### src/hw/rtl/mono_bitmap_pack_rle_macros.svh
// ----------------------------------------------------------------------------
// Assertion macros for the monochrome bitmap packer.
// Each macro expects clk in scope where used; MBP_ASSERT also needs rst_n.
// ----------------------------------------------------------------------------
`ifndef MONO_BITMAP_PACK_RLE_MACROS_SVH
`define MONO_BITMAP_PACK_RLE_MACROS_SVH

`ifndef SYNTHESIS

// Property checked on every rising edge outside reset.
`define MBP_ASSERT(lbl, prop, msg) \
  lbl: assert property (@(posedge clk) disable iff (!rst_n) (prop)) else $error(msg);

// Property checked on every rising edge, reset included.
`define MBP_ASSERT_ALWAYS(lbl, prop, msg) \
  lbl: assert property (@(posedge clk) (prop)) else $error(msg);

`else

`define MBP_ASSERT(lbl, prop, msg)
`define MBP_ASSERT_ALWAYS(lbl, prop, msg)

`endif

`endif

### src/hw/rtl/mbp_pkg.sv
// ----------------------------------------------------------------------------
// mbp_pkg
// Types and constants shared by the monochrome bitmap packer modules.
// ----------------------------------------------------------------------------
package mbp_pkg;

  // Configuration register indexes.
  localparam logic [1:0] CFG_RLE_MODE  = 2'd0;
  localparam logic [1:0] CFG_INVERT    = 2'd1;
  localparam logic [1:0] CFG_THRESHOLD = 2'd2;

  // Reset value of the threshold register.
  localparam logic [7:0] THRESHOLD_RST = 8'd127;

  // Longest run in run-length mode.
  localparam logic [7:0] RUN_MAX = 8'd128;

  // One input pixel beat.
  typedef struct packed {
    logic [7:0] red;
    logic [7:0] green;
    logic [7:0] blue;
    logic       end_of_line;
  } pixel_t;

  // One result beat.
  typedef struct packed {
    logic [7:0] out_byte;
    logic       last;
  } result_t;

  // Work for the back end: one or two result bytes caused by one pixel.
  typedef struct packed {
    logic       two;
    logic [7:0] byte0;
    logic [7:0] byte1;
  } job_t;

endpackage

### src/hw/rtl/mono_bitmap_pack_rle.sv
// ----------------------------------------------------------------------------
// mono_bitmap_pack_rle
// Monochrome bitmap packer with run-length encoding, queue handshake on both
// sides and a plain register write port.
// ----------------------------------------------------------------------------
// The block takes one RGB pixel per clock whenever full is low and produces
// its result bytes through a DEPTH-entry job queue, so a stalled output does
// not stop input until the queue fills. Each pixel is classified and its
// bytes formed in the same cycle it is accepted; the first result can be
// popped in the cycle after. Output drains one byte per cycle while pop is
// high, so the sustained rate is one pixel per cycle; a pixel that gives two
// run bytes (color change on the last pixel of a line) takes two beats.
// Write the configuration registers only while no results are outstanding.
module mono_bitmap_pack_rle #(
  parameter int DEPTH = 4
) (
  input  logic              clk,
  input  logic              rst_n,
  input  logic              push,
  output logic              full,
  input  mbp_pkg::pixel_t   in_data,
  output logic              empty,
  input  logic              pop,
  output mbp_pkg::result_t  out_data,
  input  logic              cfg_we,
  input  logic [1:0]        cfg_index,
  input  logic [7:0]        cfg_wdata
);

  logic          accept;
  mbp_pkg::job_t job;
  logic          job_valid;
  mbp_pkg::job_t head;
  logic          head_valid;
  logic          job_done;

  assign accept = push && !full;

  // Classification and state.
  mbp_front u_front (
    .clk       (clk),
    .rst_n     (rst_n),
    .cfg_we    (cfg_we),
    .cfg_index (cfg_index),
    .cfg_wdata (cfg_wdata),
    .accept    (accept),
    .pix       (in_data),
    .job       (job),
    .job_valid (job_valid)
  );

  // Job queue.
  mbp_fifo #(
    .DEPTH (DEPTH)
  ) u_fifo (
    .clk          (clk),
    .rst_n        (rst_n),
    .push_i       (job_valid),
    .job_i        (job),
    .pop_i        (job_done),
    .head_o       (head),
    .head_valid_o (head_valid),
    .full_o       (full)
  );

  // Result serializer.
  mbp_back u_back (
    .clk          (clk),
    .rst_n        (rst_n),
    .head_i       (head),
    .head_valid_i (head_valid),
    .pop          (pop),
    .empty        (empty),
    .out_data     (out_data),
    .job_done_o   (job_done)
  );

endmodule

### src/hw/rtl/mbp_front.sv
// ----------------------------------------------------------------------------
// mbp_front
// Holds the configuration and the packing/run state, classifies each pixel
// and produces the result bytes that the pixel causes as one job.
// ----------------------------------------------------------------------------
module mbp_front (
  input  logic                clk,
  input  logic                rst_n,
  input  logic                cfg_we,
  input  logic [1:0]          cfg_index,
  input  logic [7:0]          cfg_wdata,
  input  logic                accept,
  input  mbp_pkg::pixel_t     pix,
  output mbp_pkg::job_t       job,
  output logic                job_valid
);

  logic        rle_mode_r;
  logic        invert_r;
  logic [7:0]  threshold_r;

  logic [2:0]  bit_pos_r, bit_pos_nxt;
  logic [7:0]  accum_r, accum_nxt;
  logic [23:0] run_rgb_r, run_rgb_nxt;
  logic        run_white_r, run_white_nxt;
  logic [7:0]  run_len_r, run_len_nxt;

  logic        color;
  logic [23:0] rgb;
  logic [7:0]  accum_set;
  logic        emit_old;
  logic        emit_new;
  logic [7:0]  len_base;
  logic [7:0]  len_new;
  logic        white_new;
  logic [7:0]  old_byte;
  logic [7:0]  new_byte;
  logic [7:0]  old_len_m1;
  logic [7:0]  new_len_m1;

  // Configuration registers.
  always_ff @(posedge clk) begin
    if (!rst_n) begin
      rle_mode_r  <= 1'b0;
      invert_r    <= 1'b0;
      threshold_r <= mbp_pkg::THRESHOLD_RST;
    end else if (cfg_we) begin
      unique case (cfg_index)
        mbp_pkg::CFG_RLE_MODE:  rle_mode_r  <= cfg_wdata[0];
        mbp_pkg::CFG_INVERT:    invert_r    <= cfg_wdata[0];
        mbp_pkg::CFG_THRESHOLD: threshold_r <= cfg_wdata;
        default: ;
      endcase
    end
  end

  // Pixel classification: white if any channel is above the threshold, flipped when invert is set.
  assign color = ((pix.red > threshold_r) | (pix.green > threshold_r) |
                  (pix.blue > threshold_r)) ^ invert_r;
  assign rgb   = {pix.red, pix.green, pix.blue};

  // Pack path: place the bit, a byte is complete at the eighth bit.
  always_comb begin
    accum_set = accum_r;
    accum_set[bit_pos_r] = color;
  end

  // Run path: close the open run on a color change, then extend or start one.
  assign emit_old   = (run_len_r != 8'd0) && (rgb != run_rgb_r);
  assign len_base   = emit_old ? 8'd0 : run_len_r;
  assign len_new    = len_base + 8'd1;
  assign white_new  = (len_base == 8'd0) ? color : run_white_r;
  assign emit_new   = (len_new >= mbp_pkg::RUN_MAX) || pix.end_of_line;
  assign old_len_m1 = run_len_r - 8'd1;
  assign new_len_m1 = len_new - 8'd1;
  assign old_byte   = {run_white_r, old_len_m1[6:0]};
  assign new_byte   = {white_new, new_len_m1[6:0]};

  // Next state and the job for this pixel.
  always_comb begin
    bit_pos_nxt   = bit_pos_r;
    accum_nxt     = accum_r;
    run_rgb_nxt   = run_rgb_r;
    run_white_nxt = run_white_r;
    run_len_nxt   = run_len_r;
    job.two       = 1'b0;
    job.byte0     = accum_set;
    job.byte1     = new_byte;
    job_valid     = 1'b0;
    if (accept) begin
      if (!rle_mode_r) begin
        bit_pos_nxt = bit_pos_r + 3'd1;
        if (bit_pos_r == 3'd7) begin
          accum_nxt = 8'd0;
          job_valid = 1'b1;
        end else begin
          accum_nxt = accum_set;
        end
      end else begin
        if (len_base == 8'd0) begin
          run_rgb_nxt = rgb;
        end
        run_white_nxt = white_new;
        run_len_nxt   = emit_new ? 8'd0 : len_new;
        job_valid     = emit_old | emit_new;
        job.two       = emit_old & emit_new;
        job.byte0     = emit_old ? old_byte : new_byte;
      end
    end
  end

  // State registers.
  always_ff @(posedge clk) begin
    if (!rst_n) begin
      bit_pos_r   <= 3'd0;
      accum_r     <= 8'd0;
      run_rgb_r   <= 24'd0;
      run_white_r <= 1'b0;
      run_len_r   <= 8'd0;
    end else begin
      bit_pos_r   <= bit_pos_nxt;
      accum_r     <= accum_nxt;
      run_rgb_r   <= run_rgb_nxt;
      run_white_r <= run_white_nxt;
      run_len_r   <= run_len_nxt;
    end
  end

endmodule

### src/hw/rtl/mbp_fifo.sv
// ----------------------------------------------------------------------------
// mbp_fifo
// Short job queue between the front end and the result serializer.
// ----------------------------------------------------------------------------
`include "mono_bitmap_pack_rle_macros.svh"

module mbp_fifo #(
  parameter int DEPTH = 4
) (
  input  logic            clk,
  input  logic            rst_n,
  input  logic            push_i,
  input  mbp_pkg::job_t   job_i,
  input  logic            pop_i,
  output mbp_pkg::job_t   head_o,
  output logic            head_valid_o,
  output logic            full_o
);

  localparam int AW = (DEPTH > 1) ? $clog2(DEPTH) : 1;
  localparam int CW = $clog2(DEPTH + 1);

  mbp_pkg::job_t  mem_r [DEPTH];
  logic [AW-1:0]  wr_ptr_r, wr_ptr_nxt;
  logic [AW-1:0]  rd_ptr_r, rd_ptr_nxt;
  logic [CW-1:0]  count_r, count_nxt;

  // Pointer wrap and occupancy.
  always_comb begin
    wr_ptr_nxt = wr_ptr_r;
    rd_ptr_nxt = rd_ptr_r;
    count_nxt  = count_r;
    if (push_i) begin
      wr_ptr_nxt = (wr_ptr_r == AW'(DEPTH - 1)) ? '0 : wr_ptr_r + AW'(1);
    end
    if (pop_i) begin
      rd_ptr_nxt = (rd_ptr_r == AW'(DEPTH - 1)) ? '0 : rd_ptr_r + AW'(1);
    end
    if (push_i && !pop_i) begin
      count_nxt = count_r + CW'(1);
    end else if (!push_i && pop_i) begin
      count_nxt = count_r - CW'(1);
    end
  end

  always_ff @(posedge clk) begin
    if (!rst_n) begin
      wr_ptr_r <= '0;
      rd_ptr_r <= '0;
      count_r  <= '0;
    end else begin
      wr_ptr_r <= wr_ptr_nxt;
      rd_ptr_r <= rd_ptr_nxt;
      count_r  <= count_nxt;
    end
  end

  // Job storage.
  always_ff @(posedge clk) begin
    if (push_i) begin
      mem_r[wr_ptr_r] <= job_i;
    end
  end

  assign head_o       = mem_r[rd_ptr_r];
  assign head_valid_o = (count_r != '0);
  assign full_o       = (count_r == CW'(DEPTH));

  `MBP_ASSERT(a_count_in_range, count_r <= CW'(DEPTH), "job queue count above depth")
  `MBP_ASSERT(a_no_pop_empty, pop_i |-> (count_r != '0), "job queue popped while empty")
  `MBP_ASSERT(a_push_grows, push_i && !pop_i |=> count_r == $past(count_r) + CW'(1), "push lost")

endmodule

### src/hw/rtl/mbp_back.sv
// ----------------------------------------------------------------------------
// mbp_back
// Result serializer: presents the head job's bytes one beat at a time and
// marks the final byte of each job.
// ----------------------------------------------------------------------------
`include "mono_bitmap_pack_rle_macros.svh"

module mbp_back (
  input  logic              clk,
  input  logic              rst_n,
  input  mbp_pkg::job_t     head_i,
  input  logic              head_valid_i,
  input  logic              pop,
  output logic              empty,
  output mbp_pkg::result_t  out_data,
  output logic              job_done_o
);

  logic second_r, second_nxt;
  logic take;

  assign empty = !head_valid_i;
  assign take  = pop && head_valid_i;

  // Select the byte; the first of a two-byte job is not the last.
  always_comb begin
    out_data.out_byte = second_r ? head_i.byte1 : head_i.byte0;
    out_data.last     = second_r || !head_i.two;
  end

  // Step through the job's bytes as they are taken.
  always_comb begin
    second_nxt = second_r;
    job_done_o = 1'b0;
    if (take) begin
      if (!second_r && head_i.two) begin
        second_nxt = 1'b1;
      end else begin
        second_nxt = 1'b0;
        job_done_o = 1'b1;
      end
    end
  end

  always_ff @(posedge clk) begin
    if (!rst_n) begin
      second_r <= 1'b0;
    end else begin
      second_r <= second_nxt;
    end
  end

  `MBP_ASSERT(a_second_has_job, second_r |-> (head_valid_i && head_i.two), "second byte without a two-byte job")

endmodule

### config.mk
export PLATFORM = sky130hd
export DESIGN_NAME = mono_bitmap_pack_rle
export DESIGN_NICKNAME = d
export VERILOG_FILES = /design/src/hw/rtl/mbp_pkg.sv /design/src/hw/rtl/mono_bitmap_pack_rle.sv /design/src/hw/rtl/mbp_front.sv /design/src/hw/rtl/mbp_fifo.sv /design/src/hw/rtl/mbp_back.sv
export VERILOG_INCLUDE_DIRS = /design/src /design/src/hw/rtl
export SDC_FILE = /design/constraint.sdc
export NUM_CORES = 1
export LEC_CHECK = 0
export BUFFER_PORTS_ARGS = -buffer_cell sky130_fd_sc_hd__buf_2
export CORE_MARGIN = 2
export CORE_UTILIZATION = 55
export DETAILED_ROUTE_END_ITERATION = 7
export GPL_TIMING_DRIVEN = 1
export MAX_ROUTING_LAYER = met4
export PLACE_DENSITY_LB_ADDON = 0.15
export RECOVER_POWER = 50
export SLEW_MARGIN = 20
export SYNTH_ARGS = -nofsm -noshare
export SYNTH_HDL_FRONTEND = slang
export SYNTH_SLANG_ARGS = --single-unit
### constraint.sdc
create_clock -name clk -period 6.5 [get_ports clk]
set_input_delay 0.325 -clock clk [delete_from_list [all_inputs] [get_ports clk]]
set_output_delay 0.325 -clock clk [all_outputs]
set_load 0.02 [all_outputs]
======== Yosys cells after proc, flatten, opt, wreduce, memory -nomap -nowiden ========
Memory sizes are Yosys's and may differ from the RTL's. A register that Yosys moved wholly into a read port is not among the register bits.
Cells that the tools add are included.
storage, ports and cells
  register bits after elaboration ......... 62
  memories kept ........................... 1
  bits in writable memories ............... 68
  bits of input ports ..................... 40
memory list
  memory        depth  width  rd ports  clocked after Yosys merged registers in  wr ports  RTL line        source
  u_fifo.mem_r  4      17     1         1                                        1         mbp_fifo.sv:23  mbp_pkg::job_t mem_r [DEPTH];
operators by class
  bitwise gates (word level) .............. 6
  add/subtract/negate cells ............... 8
  order comparisons ....................... 6
  reduce and logical (&&, ||, !) cells .... 26
  mux-type cells .......................... 25
  equal/unequal tests ..................... 7
operators with widths
  kind                                                 number
  2-to-1 mux 8 bit                                     5
  > comparator 8 bit                                   3
  != test 24 bit                                       1
  2-to-1 mux 9 bit                                     2
  subtractor 7 x 1 -> 7 bit, second input constant     2
  2-to-1 mux 1 bit                                     10
  AND reduction 2 bit                                  5
  adder 8 x 1 -> 8 bit, second input constant          1
  bitwise mux 8 bit                                    1
  >= comparator 8 bit, second input constant           1
  zero test 8 bit                                      1
  2-to-1 mux 2 bit                                     4
  nonzero test 8 bit                                   1
  logical AND 1 bit                                    7
  adder 3 x 1 -> 3 bit, second input constant          2
  == test 2 bit, second input constant                 3
  == test 3 bit, second input constant                 2
  zero test 1 bit                                      6
  2-to-1 mux 3 bit                                     2
  adder 2 x 1 -> 2 bit, second input constant          2
  < comparator 3 x 4 -> 1 bit, second input constant   1
  demux 1 bit (select 3 bit)                           1
  >= comparator 3 x 1 -> 1 bit, second input constant  1
  OR 1 bit                                             3
  10 further kinds                                     11

======== Longest topological paths before layout ========
Gate-level depths: netlist of the first run.
  word-level depth ........................ 13
  depth in mapped cells ................... 22
  gate-level depth less buffers ........... 19

======== Modules after synthesis ========
From an unflattened synthesis of the first run, not the netlist that was laid out.
second synthesis, totals
  cell total of the unflattened synthesis .. 612
  area total of the unflattened synthesis .. 6977.9 um^2
by module, submodules not included
  module                instances  area an instance (um^2)  cells each  sequential area each (um^2)
  mbp_front             1          3849.9                   462         1081.0
  mbp_fifo              1          2951.6                   133         2222.1
  mbp_back              1          162.7                    16          20.0
  mono_bitmap_pack_rle  1          13.8                     1           0.0

======== Worst setup path before layout of the first run ========
Ideal clock, no wire load.
  kind .................................... input to register
  start point ............................. input port in_data[3] (netlist bit)
  end point ............................... register u_fifo.count_r[2]
  buffers on the path ..................... 3
  setup time .............................. 0.076 ns
  arrival time ............................ 4.009 ns
  slack ................................... 2.416 ns
  cell stages on the path ................. 22
  cell sequence ........................... xor2_1 nor4_2 nand4_2 nor2_4 a21oi_4 clkinv_2 buf_4 ha_1 and3_4 and3_1 buf_6 nand3_2 xor2_2 nand2_2 o311a_1 buf_2 ha_1 inv_1 fa_1 xor2_1 or3_1 a21boi_0
between the ends
  word-level cells in the longest chain between the ends .. 12
  elaborated cells between the ends (all ways) .. 14
  those cells by class .................... 1 x add/sub; 1 x order compare; 1 x eq/ne; 4 x mux; 1 x bitwise; 6 x reduce/logical
RTL lines
  element                              RTL line                    source
  start: declaration                   mono_bitmap_pack_rle.sv:21  input mbp_pkg::pixel_t in_data,
  != test 24 bit *                     mbp_front.sv:69             assign emit_old = (run_len_r != 8'd0) && (rgb != run_rgb_r);
  logical AND 1 bit *                  mbp_front.sv:69
  2-to-1 mux 8 bit                     mbp_front.sv:70             assign len_base = emit_old ? 8'd0 : run_len_r;
  adder 8 x 1 -> 8 bit                 mbp_front.sv:71             assign len_new = len_base + 8'd1;
  >= comparator 8 bit                  mbp_front.sv:73             assign emit_new = (len_new >= mbp_pkg::RUN_MAX) || pix.end_of_line;
  logical OR 1 bit                     mbp_front.sv:73
  OR 1 bit *                           mbp_front.sv:105            job_valid = emit_old | emit_new;
  2-to-1 mux 1 bit *                   mbp_front.sv:91             if (!rle_mode_r) begin
  2-to-1 mux 1 bit *                   mbp_front.sv:90             if (accept) begin
  net job_valid                        mono_bitmap_pack_rle.sv:32  logic job_valid;
  zero test 1 bit                      mbp_fifo.sv:41              end else if (!push_i && pop_i) begin
  logical AND 1 bit                    mbp_fifo.sv:41
  nonzero test 2 bit (no source line)  --
  end signal: assignment               mbp_fifo.sv:54              count_r <= count_nxt;
  end: declaration                     mbp_fifo.sv:26              logic [CW-1:0] count_r, count_nxt;
The timed path passes the listed nets; every way through them passes the cells marked *.
A chain may end at the register's enable or synchronous reset.

======== Worst setup path after layout of the first run ========
  start point ............................. register u_front.run_rgb_r[17]
  end point ............................... register u_fifo.count_r[2]
between the ends
  word-level cells in the longest chain between the ends .. 12
  elaborated cells between the ends (all ways) .. 14
  those cells by class .................... 1 x add/sub; 1 x order compare; 1 x eq/ne; 4 x mux; 1 x bitwise; 6 x reduce/logical
RTL lines
  element                              RTL line          source
  start: declaration                   mbp_front.sv:24   logic [23:0] run_rgb_r, run_rgb_nxt;
  start signal: assignment             mbp_front.sv:123  run_rgb_r <= run_rgb_nxt;
  != test 24 bit *                     mbp_front.sv:69
  logical AND 1 bit *                  mbp_front.sv:69
  2-to-1 mux 8 bit                     mbp_front.sv:70
  adder 8 x 1 -> 8 bit                 mbp_front.sv:71
  >= comparator 8 bit                  mbp_front.sv:73
  logical OR 1 bit                     mbp_front.sv:73
  OR 1 bit *                           mbp_front.sv:105
  2-to-1 mux 1 bit *                   mbp_front.sv:91
  2-to-1 mux 1 bit *                   mbp_front.sv:90
  zero test 1 bit                      mbp_fifo.sv:41
  logical AND 1 bit                    mbp_fifo.sv:41
  nonzero test 2 bit (no source line)  --
Every way passes the cells marked *; elsewhere a longest branch is shown, timed or not.

==> results of run 1 <==
[Yosys cell counts (2+ instances only)]
cell	instances	area, sq um
nand3_2	2	20.0
and3b_1	3	26.3
buf_6	5	56.3
o31ai_1	2	15.0
nand3b_1	2	15.0
o21ai_1	5	25.0
xor2_1	30	263
o21ai_0	20	100
a32oi_1	7	61.3
nor4_1	2	12.5
o22ai_1	4	25.0
o211a_1	2	20.0
mux2i_1	37	370
or3_1	4	25.0
and2_1	9	56.3
dfxtp_1	64	1280
nand2_1	29	109
o211ai_1	10	75.1
mux2_2	9	101
a21o_1	4	30.0
a21boi_0	3	22.5
inv_1	23	86.3
xnor2_1	6	52.6
nand4_1	6	37.5
nor4_2	7	87.6
edfxtp_1	68	2040
clkbuf_1	21	78.8
a31oi_1	4	25.0
ha_1	37	463
nand3_1	9	45.0
buf_2	4	20.0
a21oi_1	22	110
nor2b_1	49	307
nor3b_1	7	52.6
and3_1	5	31.3
nor2_1	16	60.1
nand2b_1	5	31.3
a211o_1	2	17.5
nor3_1	9	45.0
a21boi_1	5	37.5
mux4_2	17	383
[registers in the layout, summed over array words and instances (netlist names), named ones only]
name                 cells
u_front.accum_r          8
u_front.run_rgb_r       24
u_front.run_white_r      1
u_fifo.wr_ptr_r          2
u_front.threshold_r      8
u_front.invert_r         1
u_fifo.count_r           3
u_front.run_len_r        8
u_fifo.mem_r            68
u_front.bit_pos_r        3
u_back.second_r          1
u_front.rle_mode_r       1
u_fifo.rd_ptr_r          2
[power groups by stage]
| stage | Combinational, uW | Sequential, uW | Clock (uW) |
|---|---|---|---|
| global placement | 169 | 921 | 0 |
| detailed placement | 173 | 922 | 0 |
| global route | 192 | 907 | 1070 |
| CTS | 175 | 905 | 1030 |
| finish | 171 | 905 | 1020 |
| floorplan | 124 | 914 | 0 |
[final timing paths]
check | start | end | slack, ns | cells past startpoint
min | cfg_wdata[2] | u_front.threshold_r[2] | 0.14 | 3
min reg2reg | u_front.accum_r[3] | u_front.accum_r[3] | 0.48 | 2
max reg2reg | u_front.run_rgb_r[17] | u_fifo.count_r[2] | 1.31 | 19
max | u_front.run_rgb_r[17] | u_fifo.count_r[2] | 1.31 | 19
[routing by layer]
metal	vias up	part of all wire	global-route usage
met2	120	0.49	0.364
met4	0	0.020	0.0929
met3	21	0.040	0.0519
met5	-	0	-
met1	2221	0.45	0.294
li1	2256	-	-
[logic make-up after synthesis]
logic type / Yosys count
and+or+nand+nor: 173
DFF: 132
AOI/OAI and AO/OA: 96
muxes: 63
buffers and inverters: 57
adders and majority gates: 38
xor gates and xnor gates: 37
[worst max-delay path, cell delays in order (launching register included)]
cell,delay (ns)
dfxtp_1,0.35
xor2_1,0.27
nor4_1,0.12
nand4_2,0.11
nor2_1,0.11
a21oi_1,0.58
clkinvlp_2,0.61
ha_1,0.49
and3_1,0.26
and3_1,0.25
nand3_2,0.12
xor2_2,0.26
nand2_2,0.13
o311a_1,0.41
ha_1,0.26
inv_1,0.07
fa_1,0.17
xor2_1,0.07
or3_1,0.30
a21boi_0,0.17
[through the flow]
step | std cells | total power [uW] | setup WS [ns] | area [sq um] | utilization
detailed placement | 788 | 1100 | 1.81 | 7250 | 0.582
CTS | 820 | 2110 | 1.86 | 7870 | 0.632
finish | 820 | 2090 | 1.31 | 7800 | 0.626
floorplan | 596 | 1040 | 2.42 | 6940 | -
global route | 820 | 2170 | 0.819 | 7800 | 0.626
global placement | 788 | 1090 | 1.97 | 7250 | 0.582
[layout make-up]
cell class | instances | share of cell area
multi-input cells | 407 | 0.423
repair buffers | 53 | 0.0321
well taps | 172 | 0.0276
inverters | 24 | 0.0117
clock inverters | 11 | 0.0234
clock buffers | 21 | 0.0565
flip-flops and latches | 132 | 0.426
==> key figures, run 1 <==
Clock tree
  – Hold Buf Count CTS: 0
  – CTS max path bufs: 2
  – CTS buffer count: 17
  – Clock slew at reported path FFs: 0.06 ns
  – Post-CTS Resized: 0
  – Clock latency on the worst-skew pair: 0.42 ns
  – H-tree levels: 4
  – CTS tree: yes
  – Clock root buffer master: clkbuf_16
  – Clock sinks: 132
  – Postcts setup bufs: 0

Global route
  – Tot GR Track Use: 0.232
  – Vias in the first global route: 4419
  – Largest net degree at the start of global routing: 63
  – First-pass GRT wire length: 22.9 mm
  – Antenna violations before repair: 0
  – Grt total ovfl: 0

Synth
  – Post-Syn Area: 0.00694 sq mm
  – Largest family of logic cells by synthesized area: simple AND/OR/NAND/NOR gates
  – YS warnings: 0
  – Post-synth EDFFs: 68
  – Cell variety after synth: 62
  – Yosys reg bits: 132
  – Cells after Synth: 596
  – Synth Area in XOR/XNOR: 0.0477
  – Synth Area in Compound Gates: 0.0899
  – Simple logic cell fraction of the synthesized area: 0.152
  – Avg Inst Size Synth: 11.7 sq um
  – Register area share after synthesis: 0.479
  – Synth async-reset ratio: 0
  – Ys flop type: edfxtp_1
  – Synthesized net count: 674
  – Mux share of post-synthesis cell area: 0.123
  – Fraction of the mapped netlist area in adder cells: 0.0695

Final layout
  – Commonest non-fill, non-tap cell in the layout: edfxtp_1
  – Area occupied by multi-input gates: 0.00330 sq mm
  – Area Overhead vs Synth: 12.3%
  – FF/Latch Area: 0.00332 sq mm
  – N_diodes: 0
  – Share of cells above drive strength 1: 0.159
  – Fill cells: 1022
  – Most frequent cells in the layout: 68 x edfxtp_1, 64 x dfxtp_1, 49 x nor2b_1
  – Number of nets in the final layout: 713

STA
  – Relative slew margins: -0.481
  – Slew Viols, Final: 91
  – Slew @ Worst Pin: 2.22 ns
  – Final min period: 5.19 ns
  – RSZ-0062 raised after global routing: false
  – Fmax: 193 MHz
  – Endpoints failing hold: 0
  – Setup TNS Final: 0 ns
  – Hold slack: 0.138 ns
  – Final period utilization: 0.799
  – Final setup viols: 0
  – Worst Skew: 0.00970 ns

Worst setup path
  – Setup CP Type: flip-flop to flip-flop
  – Critical path arrival: 5.52 ns
  – CP Launch Type: flip-flop
  – Critical Path RT: 6.83 ns
  – CP Capture Type: flip-flop
  – CP max FO: 12

Floorplanning
  – Row cnt: 41
  – Full die area: 0.0135 sq mm
  – Core area: 0.0125 sq mm
  – Initial core utilization: 0.557
  – Die Width: 116 um
  – IO Pins: 51
  – Die Ht: 116 um

Placed design
  – Hpwl dp: 9.93 mm
  – # port buffers: 50
  – Placer Congestion: 0.928

Detailed routing
  – DRC viols: 0
  – Initial DRT Pass Iterations: 5
  – Via density: 5.63
  – DRT iter0 DRCs: 262
  – Antenna Nets Post-Route: 0
  – Detailed-route via count: 4618
  – Aggregate routed wire length: 14.2 mm
  – Wire per inst: 17.3 um

Power
  – Power Dens Cells: 268 mW/mm^2
  – NetSw: 453 uW
  – Internal power: 1640 uW
  – Sequential group share of total power: 0.432
  – Sw Share: 0.217
  – Clock power frac: 0.486
  – P_leak: 0.00312 uW
  – Peak VDD IR: 0.176 mV
  – Combinational share of power: 0.082

Flow run
  – MaxCap Viol Count: 2

Status
  – Failing checks: capacitance limit, slew limit
  – Run status: finished, violations left

Worst hold path
  – Min-Delay Path Class: input port to flip-flop
(Power assumes the default switching activity.)
==> run 2: changes to the inputs <==
--- a/config.mk
+++ b/config.mk
@@ -6,6 +6,7 @@
 export SDC_FILE = /design/constraint.sdc
 export NUM_CORES = 1
 export LEC_CHECK = 0
+export ABC_AREA = 1
 export BUFFER_PORTS_ARGS = -buffer_cell sky130_fd_sc_hd__buf_2
 export CORE_MARGIN = 2
 export CORE_UTILIZATION = 55
==> constraint.sdc (replaced) <==
create_clock -name clk -period 5 [get_ports clk]
set_input_delay 0.25 -clock clk [delete_from_list [all_inputs] [get_ports clk]]
set_output_delay 0.25 -clock clk [all_outputs]
set_load 0.02 [all_outputs]
==> key figures, run 2 <==
Power
  – Sw Share: 0.286 (+0.0691)
  – NetSw: 824 uW (+82%)
  – Clock power frac: 0.401 (-0.085)
  – Peak VDD IR: 0.224 mV (+27%)
  – Internal power: 2060 uW (+26%)
  – P_leak: 0.00333 uW (+6.9%)
  – Sequential group share of total power: 0.424 (-0.008)
  – Power Dens Cells: 371 mW/mm^2 (+38%)
  – Combinational share of power: 0.174 (+0.092)

Floorplanning
  – Die Ht: 116 um (-0.13%)
  – Die Width: 116 um (-0.13%)
  – IO Pins: 51 (unchanged)
  – Core area: 0.0122 sq mm (-2.4%)
  – Initial core utilization: 0.569 (+0.0124)
  – Row cnt: 40 (-2.4%)
  – Full die area: 0.0135 sq mm (-0.27%)

Status
  – Failing checks: capacitance limit, slew limit
  – Run status: finished, violations left

STA
  – Fmax: 255 MHz (+32%)
  – Final min period: 3.92 ns (-1.27 ns)
  – Worst Skew: 0.00666 ns (-0.00304 ns)
  – Slew Viols, Final: 42 (-54%)
  – Hold slack: 0.0552 ns (-0.0825 ns)
  – RSZ-0062 raised after global routing: false
  – Final setup viols: 0 (unchanged)
  – Post-route setup slack: 1.08 ns (-0.232 ns)
  – Final period utilization: 0.785 (-0.0140)
  – Endpoints failing hold: 0 (unchanged)
  – Setup TNS Final: 0 ns (unchanged)
  – Relative slew margins: -0.146 (+0.335)
  – Slew @ Worst Pin: 1.72 ns (-0.503 ns)

Global route
  – Vias in the first global route: 5345 (+21%)
  – Grt total ovfl: 0 (unchanged)
  – First-pass GRT wire length: 25.5 mm (+11%)
  – Largest net degree at the start of global routing: 46 (-27%)
  – Antenna violations before repair: 0 (unchanged)
  – Tot GR Track Use: 0.254 (+0.0218)

Final layout
  – Largest reg by FF count: u_fifo.mem_r
  – Largest regs: u_fifo.mem_r: 68 flops, u_front.run_rgb_r: 24 flops
  – Area Overhead vs Synth: 12.2% (about the same)
  – N_diodes: 0 (unchanged)
  – Commonest non-fill, non-tap cell in the layout: nand2_1
  – Most frequent cells in the layout: 169 x nand2_1, 108 x inv_1, 101 x nor2_1
  – Fill cells: 1073 (+5.0%)
  – Share of cells above drive strength 1: 0.106 (-0.0526)
  – Largest register FFs: 68 (unchanged)
  – Number of nets in the final layout: 970 (+36%)

Clock tree
  – CTS tree: yes
  – Clock slew at reported path FFs: 0.06 ns (about the same)
  – Clock latency on the worst-skew pair: 0.42 ns (about the same)
  – CTS max path bufs: 2 (unchanged)
  – CTS buffer count: 17 (unchanged)
  – Postcts setup bufs: 0 (unchanged)
  – H-tree levels: 4 (unchanged)
  – Hold Buf Count CTS: 0 (unchanged)
  – Post-CTS Resized: 0 (unchanged)
  – Clock root buffer master: clkbuf_16
  – Clock sinks: 132 (unchanged)

Worst setup path
  – Critical Path RT: 5.30 ns (-1.53 ns)
  – CP Launch Type: flip-flop
  – CP max FO: 14 (+2)
  – CP Capture Type: flip-flop
  – Cell mode on critical path: nand2_1
  – Max stage delay cell, worst path: nand2_1
  – FF-to-FF End: u_fifo.count_r[2]
  – Critical-path cell list: inv_1 > nand2_1 > nand2_1 > nor2_1 > nand2_1 > nor2_1 > nand3_1 > nand2_1 > ha_1 > nand2_1 > inv_1 > nand3_1 > nor2_4 > nand3_1 > nand3_1 > nand2_1 > nand2_4 > ha_1 > inv_1 > fa_1 > a21oi_1 > o21ai_0 > o21ai_0 > a21oi_1
  – Start point of the critical path: u_front.run_rgb_r[22]
  – Cell count of the worst reg-to-reg path: 24 (+5)
  – CP max stage delay: 0.43 ns (-0.18 ns)
  – Reg2reg start: u_front.run_rgb_r[22]
  – Critical path arrival: 4.23 ns (-1.29 ns)
  – FF-to-FF setup slack: 1.08 ns (-0.23 ns)
  – Setup CP Type: flip-flop to flip-flop

Synth
  – Register area share after synthesis: 0.480 (+0.00130)
  – Area share of the largest cell type after synthesis: 0.295 (+0.000797)
  – Synth async-reset ratio: 0 (unchanged)
  – Synthesized net count: 920 (+36%)
  – Synth area leader: edfxtp_1
  – Top cells by count, synth: 165 x nand2_1, 108 x inv_1, 98 x nor2_1
  – Cell variety after synth: 44 (-29%)
  – Dominant cell by count in the synthesized netlist: nand2_1
  – Post-Syn Area: 0.00693 sq mm (-0.27%)
  – Avg Inst Size Synth: 8.22 sq um (-29%)
  – Post-synth EDFFs: 68 (unchanged)
  – Cells after Synth: 842 (+41%)
  – Synth top area cells: edfxtp_1 29%, dfxtp_1 19%, nand2_1 8.9%, ha_1 6.7%, o21ai_0 5.9%
  – YS warnings: 0 (unchanged)
  – Ys flop type: edfxtp_1
  – Yosys reg bits: 132 (unchanged)

Detailed routing
  – DRT iter0 DRCs: 508 (+94%)
  – Initial DRT Pass Iterations: 4 (-1)
  – DRC viols: 0 (unchanged)
  – Wire per inst: 14.4 um (-17%)
  – Antenna Nets Post-Route: 0 (unchanged)
  – Aggregate routed wire length: 15.4 mm (+8.8%)
  – Via density: 5.27 (-6.5%)
  – Detailed-route via count: 5642 (+22%)

Worst hold path
  – Hold Path End: u_front.threshold_r[4]
  – Min-Delay Path Class: input port to flip-flop
  – WHS Path Cells: 3 (unchanged)
  – Worst Hold Launch: cfg_wdata[4]

Placed design
  – # port buffers: 50 (unchanged)
  – Placer Congestion: 0.884 (-4.8%)
  – DP Worst Slack: 1.46 ns (-0.350 ns)
  – Hpwl dp: 10.7 mm (+7.4%)

Flow run
  – MaxCap Viol Count: 1 (-1)
## run 2: cell count changes in the layout (fill, tap and decap cells not counted), sizes merged, moves of 8 or more
cell | previous run | this run
nand2 | 30 | 175
mux4 | 17 | 0
xor2 | 31 | 8
a31oi | 4 | 12
nand3 | 11 | 27
nor2b | 49 | 0
nor2 | 17 | 107
o21ai | 25 | 85
and2 | 9 | 0
a21boi | 8 | 0
inv | 23 | 114
a21oi | 23 | 60
mux2 | 9 | 0
mux2i | 37 | 1
## run 2: worst max-delay path by stage
stage / to / slack, ns / cells past startpoint
floorplan: u_fifo.mem_r[0][0] / 1.79 / 20
global placement: u_fifo.count_r[2] / 1.60 / 25
detailed placement: u_fifo.count_r[2] / 1.46 / 25
CTS: u_fifo.count_r[2] / 1.48 / 24
global route: u_fifo.count_r[2] / 0.56 / 23
finish: u_fifo.count_r[2] / 1.08 / 24
## run 2: worst max-delay path, delay by kind of cell, from the launching register on
family | cells | cell delay (ns)
AOI/OAI and AO/OA | 4 | 0.46
adders and majority gates | 3 | 0.88
buffers and inverters | 3 | 0.21
DFF | 1 | 0.35
and+or+nand+nor | 14 | 1.90
## run 2: area by class of cell
cell class	instances	area [sq um]	share of cell area
clock buffer	17	425	0.0547
timing repair buffer	58	293	0.0377
tap	168	210	0.0270
multi-input combinational	566	2960	0.381
inverter	117	444	0.0571
sequential	132	3320	0.428
clock inverter	13	119	0.0153
## run 2: per-stage QoR
stage / utilization / std cells / total power, uW / instance area [sq um]
final: 0.639 / 1071 / 2880 / 7770
after global routing: 0.639 / 1071 / 3030 / 7770
after CTS: 0.646 / 1071 / 2910 / 7850
after detailed placement: 0.601 / 1041 / 1760 / 7310
after global placement: 0.601 / 1041 / 1740 / 7310
after floorplan: - / 842 / 1590 / 6930
## run 2: cell families after synthesis
kind of cell,Yosys count,synth area share
AND/OR/NAND/NOR,333,0.208
AO/OA/AOI/OAI,186,0.147
buffers and inverters,144,0.0838
flip-flops,132,0.480
adder cells (fa/ha/maj),38,0.0697
XOR/XNOR,8,0.0101
multiplexers,1,0.00145
## run 2: power by group through the flow
stage          Clock (uW)  Sequential [uW]  Combinational, uW
2_1_floorplan           0             1230                362
3_3_place_gp            0             1240                493
3_5_place_dp            0             1250                512
4_1_cts              1170             1220                515
5_1_grt              1230             1230                568
6_report             1160             1220                503
## run 2: metal layers
layer  share of wire  vias up  global-route usage
li1                -     2899                   -
met1            0.47     2607               0.323
met2            0.47      116               0.407
met3           0.040       20              0.0524
met4           0.016        0              0.0865
met5               0        -                   -
==> run 3: changes to the inputs <==
==> constraint.sdc (replaced) <==
create_clock -name clk -period 3.4 [get_ports clk]
set_input_delay 0.17 -clock clk [delete_from_list [all_inputs] [get_ports clk]]
set_output_delay 0.17 -clock clk [all_outputs]
set_load 0.02 [all_outputs]
==> key figures, run 3 (same netlist as run 2, synthesis figures left out) <==
Status
  – Run status: finished clean

Placed design
  – Dpl cells: 1052 (+1.1%)
  – Dpl cell area: 0.00739 sq mm (+1.1%)
  – Placer Congestion: 0.896 (+1.4%)
  – Hpwl dp: 10.9 mm (+1.8%)
  – # port buffers: 50 (unchanged)

Floorplanning
  – Row cnt: 40 (unchanged)
  – Die Width: 116 um (unchanged)
  – Full die area: 0.0135 sq mm (unchanged)
  – IO Pins: 51 (unchanged)
  – Die Ht: 116 um (unchanged)
  – Initial core utilization: 0.569 (unchanged)
  – Core area: 0.0122 sq mm (unchanged)

Worst hold path
  – Min-Delay Path Class: input port to flip-flop
  – WHS Path Cells: 3 (unchanged)

STA
  – Hold slack: 0.0174 ns (-0.0378 ns)
  – Slew @ Worst Pin: 0.812 ns (-0.906 ns)
  – Slew Viols, Final: 0 (-100%)
  – Relative slew margins: 0.458 (+0.604)
  – RSZ-0062 raised after global routing: false
  – Final setup viols: 0 (unchanged)
  – Fmax: 321 MHz (+26%)
  – Final min period: 3.12 ns (-0.806 ns)
  – Worst Skew: 0.00700 ns (+0.000344 ns)
  – Endpoints failing hold: 0 (unchanged)
  – Final period utilization: 0.917 (+0.132)
  – Setup TNS Final: 0 ns (unchanged)

Global route
  – Grt total ovfl: 0 (unchanged)
  – Tot GR Track Use: 0.250 (-0.00364)
  – Antenna violations before repair: 0 (unchanged)
  – First-pass GRT wire length: 25.0 mm (-1.7%)
  – Vias in the first global route: 5472 (+2.4%)
  – Largest net degree at the start of global routing: 42 (-8.7%)

Final layout
  – Area occupied by multi-input gates: 0.00301 sq mm (+1.9%)
  – FF/Latch Area: 0.00332 sq mm (unchanged)
  – Area Overhead vs Synth: 15.3%
  – N_diodes: 0 (unchanged)
  – Largest register FFs: 68 (unchanged)
  – Number of nets in the final layout: 987 (+1.8%)
  – Commonest non-fill, non-tap cell in the layout: nand2_1
  – Share of cells above drive strength 1: 0.129 (+0.0228)
  – Largest regs: u_fifo.mem_r: 68 flops, u_front.run_rgb_r: 24 flops
  – Most frequent cells in the layout: 167 x nand2_1, 108 x inv_1, 97 x nor2_1
  – Final Non-Filler Cells: 1090 (+1.8%)
  – Design area: 0.00799 sq mm (+2.8%)
  – Fill cells: 1047 (-2.4%)
  – Largest reg by FF count: u_fifo.mem_r

Worst setup path
  – CP max stage delay: 0.37 ns (-0.06 ns)
  – Critical Path RT: 3.70 ns (-1.60 ns)
  – CP max FO: 4 (-10)
  – Max stage delay cell, worst path: fa_1
  – Cell mode on critical path: nand2_1
  – Setup CP Type: flip-flop to flip-flop
  – FF-to-FF setup slack: 0.28 ns (-0.79 ns)
  – Critical path arrival: 3.42 ns (-0.81 ns)
  – Critical-path cell list: inv_1 > nand2_1 > nand2_1 > nor2_1 > nand2_1 > nor2_2 > nand3_2 > nand2_4 > ha_1 > nand2_1 > inv_1 > nand3_4 > nor2_4 > nand3_1 > nand3_2 > nand2_4 > nand2_4 > ha_1 > inv_1 > fa_1 > a21oi_1 > o21ai_0 > o21ai_0 > a21oi_1
  – CP Capture Type: flip-flop
  – CP Launch Type: flip-flop
  – Cell count of the worst reg-to-reg path: 24 (unchanged)

Detailed routing
  – DRC viols: 0 (unchanged)
  – Aggregate routed wire length: 15.4 mm (-0.13%)
  – Via density: 5.24 (-0.61%)
  – Detailed-route via count: 5707 (+1.2%)
  – Max Used Layer: met4
  – DR WL met3: 662 um (+6.6%)
  – DRT iter0 DRCs: 333 (-34%)
  – Post-Route M1 WL: 7.17 mm (-1.5%)
  – Initial DRT Pass Iterations: 5 (+1)
  – Met2 WL: 7.36 mm (+1.1%)
  – Antenna Nets Post-Route: 0 (unchanged)
  – Wire per inst: 14.1 um (-1.9%)

Clock tree
  – Postcts setup bufs: 0 (unchanged)
  – CTS buffer count: 17 (unchanged)
  – CTS max path bufs: 2 (unchanged)
  – Clock slew at reported path FFs: 0.06 ns (about the same)
  – Clock latency on the worst-skew pair: 0.42 ns (about the same)
  – Clock sinks: 132 (unchanged)
  – CTS tree: yes
  – H-tree levels: 4 (unchanged)
  – Clock root buffer master: clkbuf_16

Power
  – Overall power: 4330 uW (+50%)
  – P_leak: 0.00343 uW (+2.8%)
  – Peak VDD IR: 0.264 mV (+18%)
  – Power Dens Cells: 542 mW/mm^2 (+46%)

Flow run
  – MaxCap Viol Count: 0 (-1)
==> run 3: cell types whose count changed in the layout (fill, tap and decap cells not counted), sizes merged <==
cell / change
clkinvlp: +1
clkbuf: +6
buf: +5
dlygate4sd3: +6
inv: +2
clkinv: -1
==> run 3: path summary, 6_finish.rpt <==
path,endpoint,from
worst max-delay path,u_fifo.count_r[2],u_front.run_rgb_r[23]
worst min-delay path,u_front.threshold_r[0],cfg_wdata[0]
worst max register to register,u_fifo.count_r[2],u_front.run_rgb_r[23]
worst min register to register,u_front.accum_r[6],u_front.accum_r[6]
==> run 3: layer usage <==
metal,track usage,up-vias
li1,-,2933
met1,0.316,2627
met2,0.401,125
met3,0.0540,22
met4,0.0897,0
met5,-,-
==> run 3: final cells by class <==
cell class	count	share of cell area
clock buffer	17	0.0533
sequential	132	0.416
multi-input combinational	566	0.377
clock inverter	15	0.0197
tap	168	0.0263
inverter	117	0.0555
timing repair buffer	75	0.0517
==> run 3: critical path: cells and delay by family, from the launching register on <==
family / cells / cell delay (ns)
simple gates: 14 / 1.29
fa+ha+maj: 3 / 0.67
compound gates: 4 / 0.46
flops: 1 / 0.34
buf+inv: 3 / 0.23
==> run 3: power breakdown <==
part	total, uW	switching (uW)	internal, uW
combinational	763	520	243
clock	1780	694	1080
sequential	1790	43.2	1750
total	4330	1260	3070
==> run 3: stage by stage <==
step	setup WS [ns]	util
after floorplan	0.193	-
after global placement	0.368	0.608
after detailed placement	0.244	0.608
after CTS	0.230	0.661
after global routing	0.0214	0.657
final	0.283	0.657
==> run 3: repair_timing <==
item	in CTS	in global routing
hold buffers	6	0
hold endpoints to repair	6	0
endpoints found under the setup margin	0	14
resized for setup	0	3
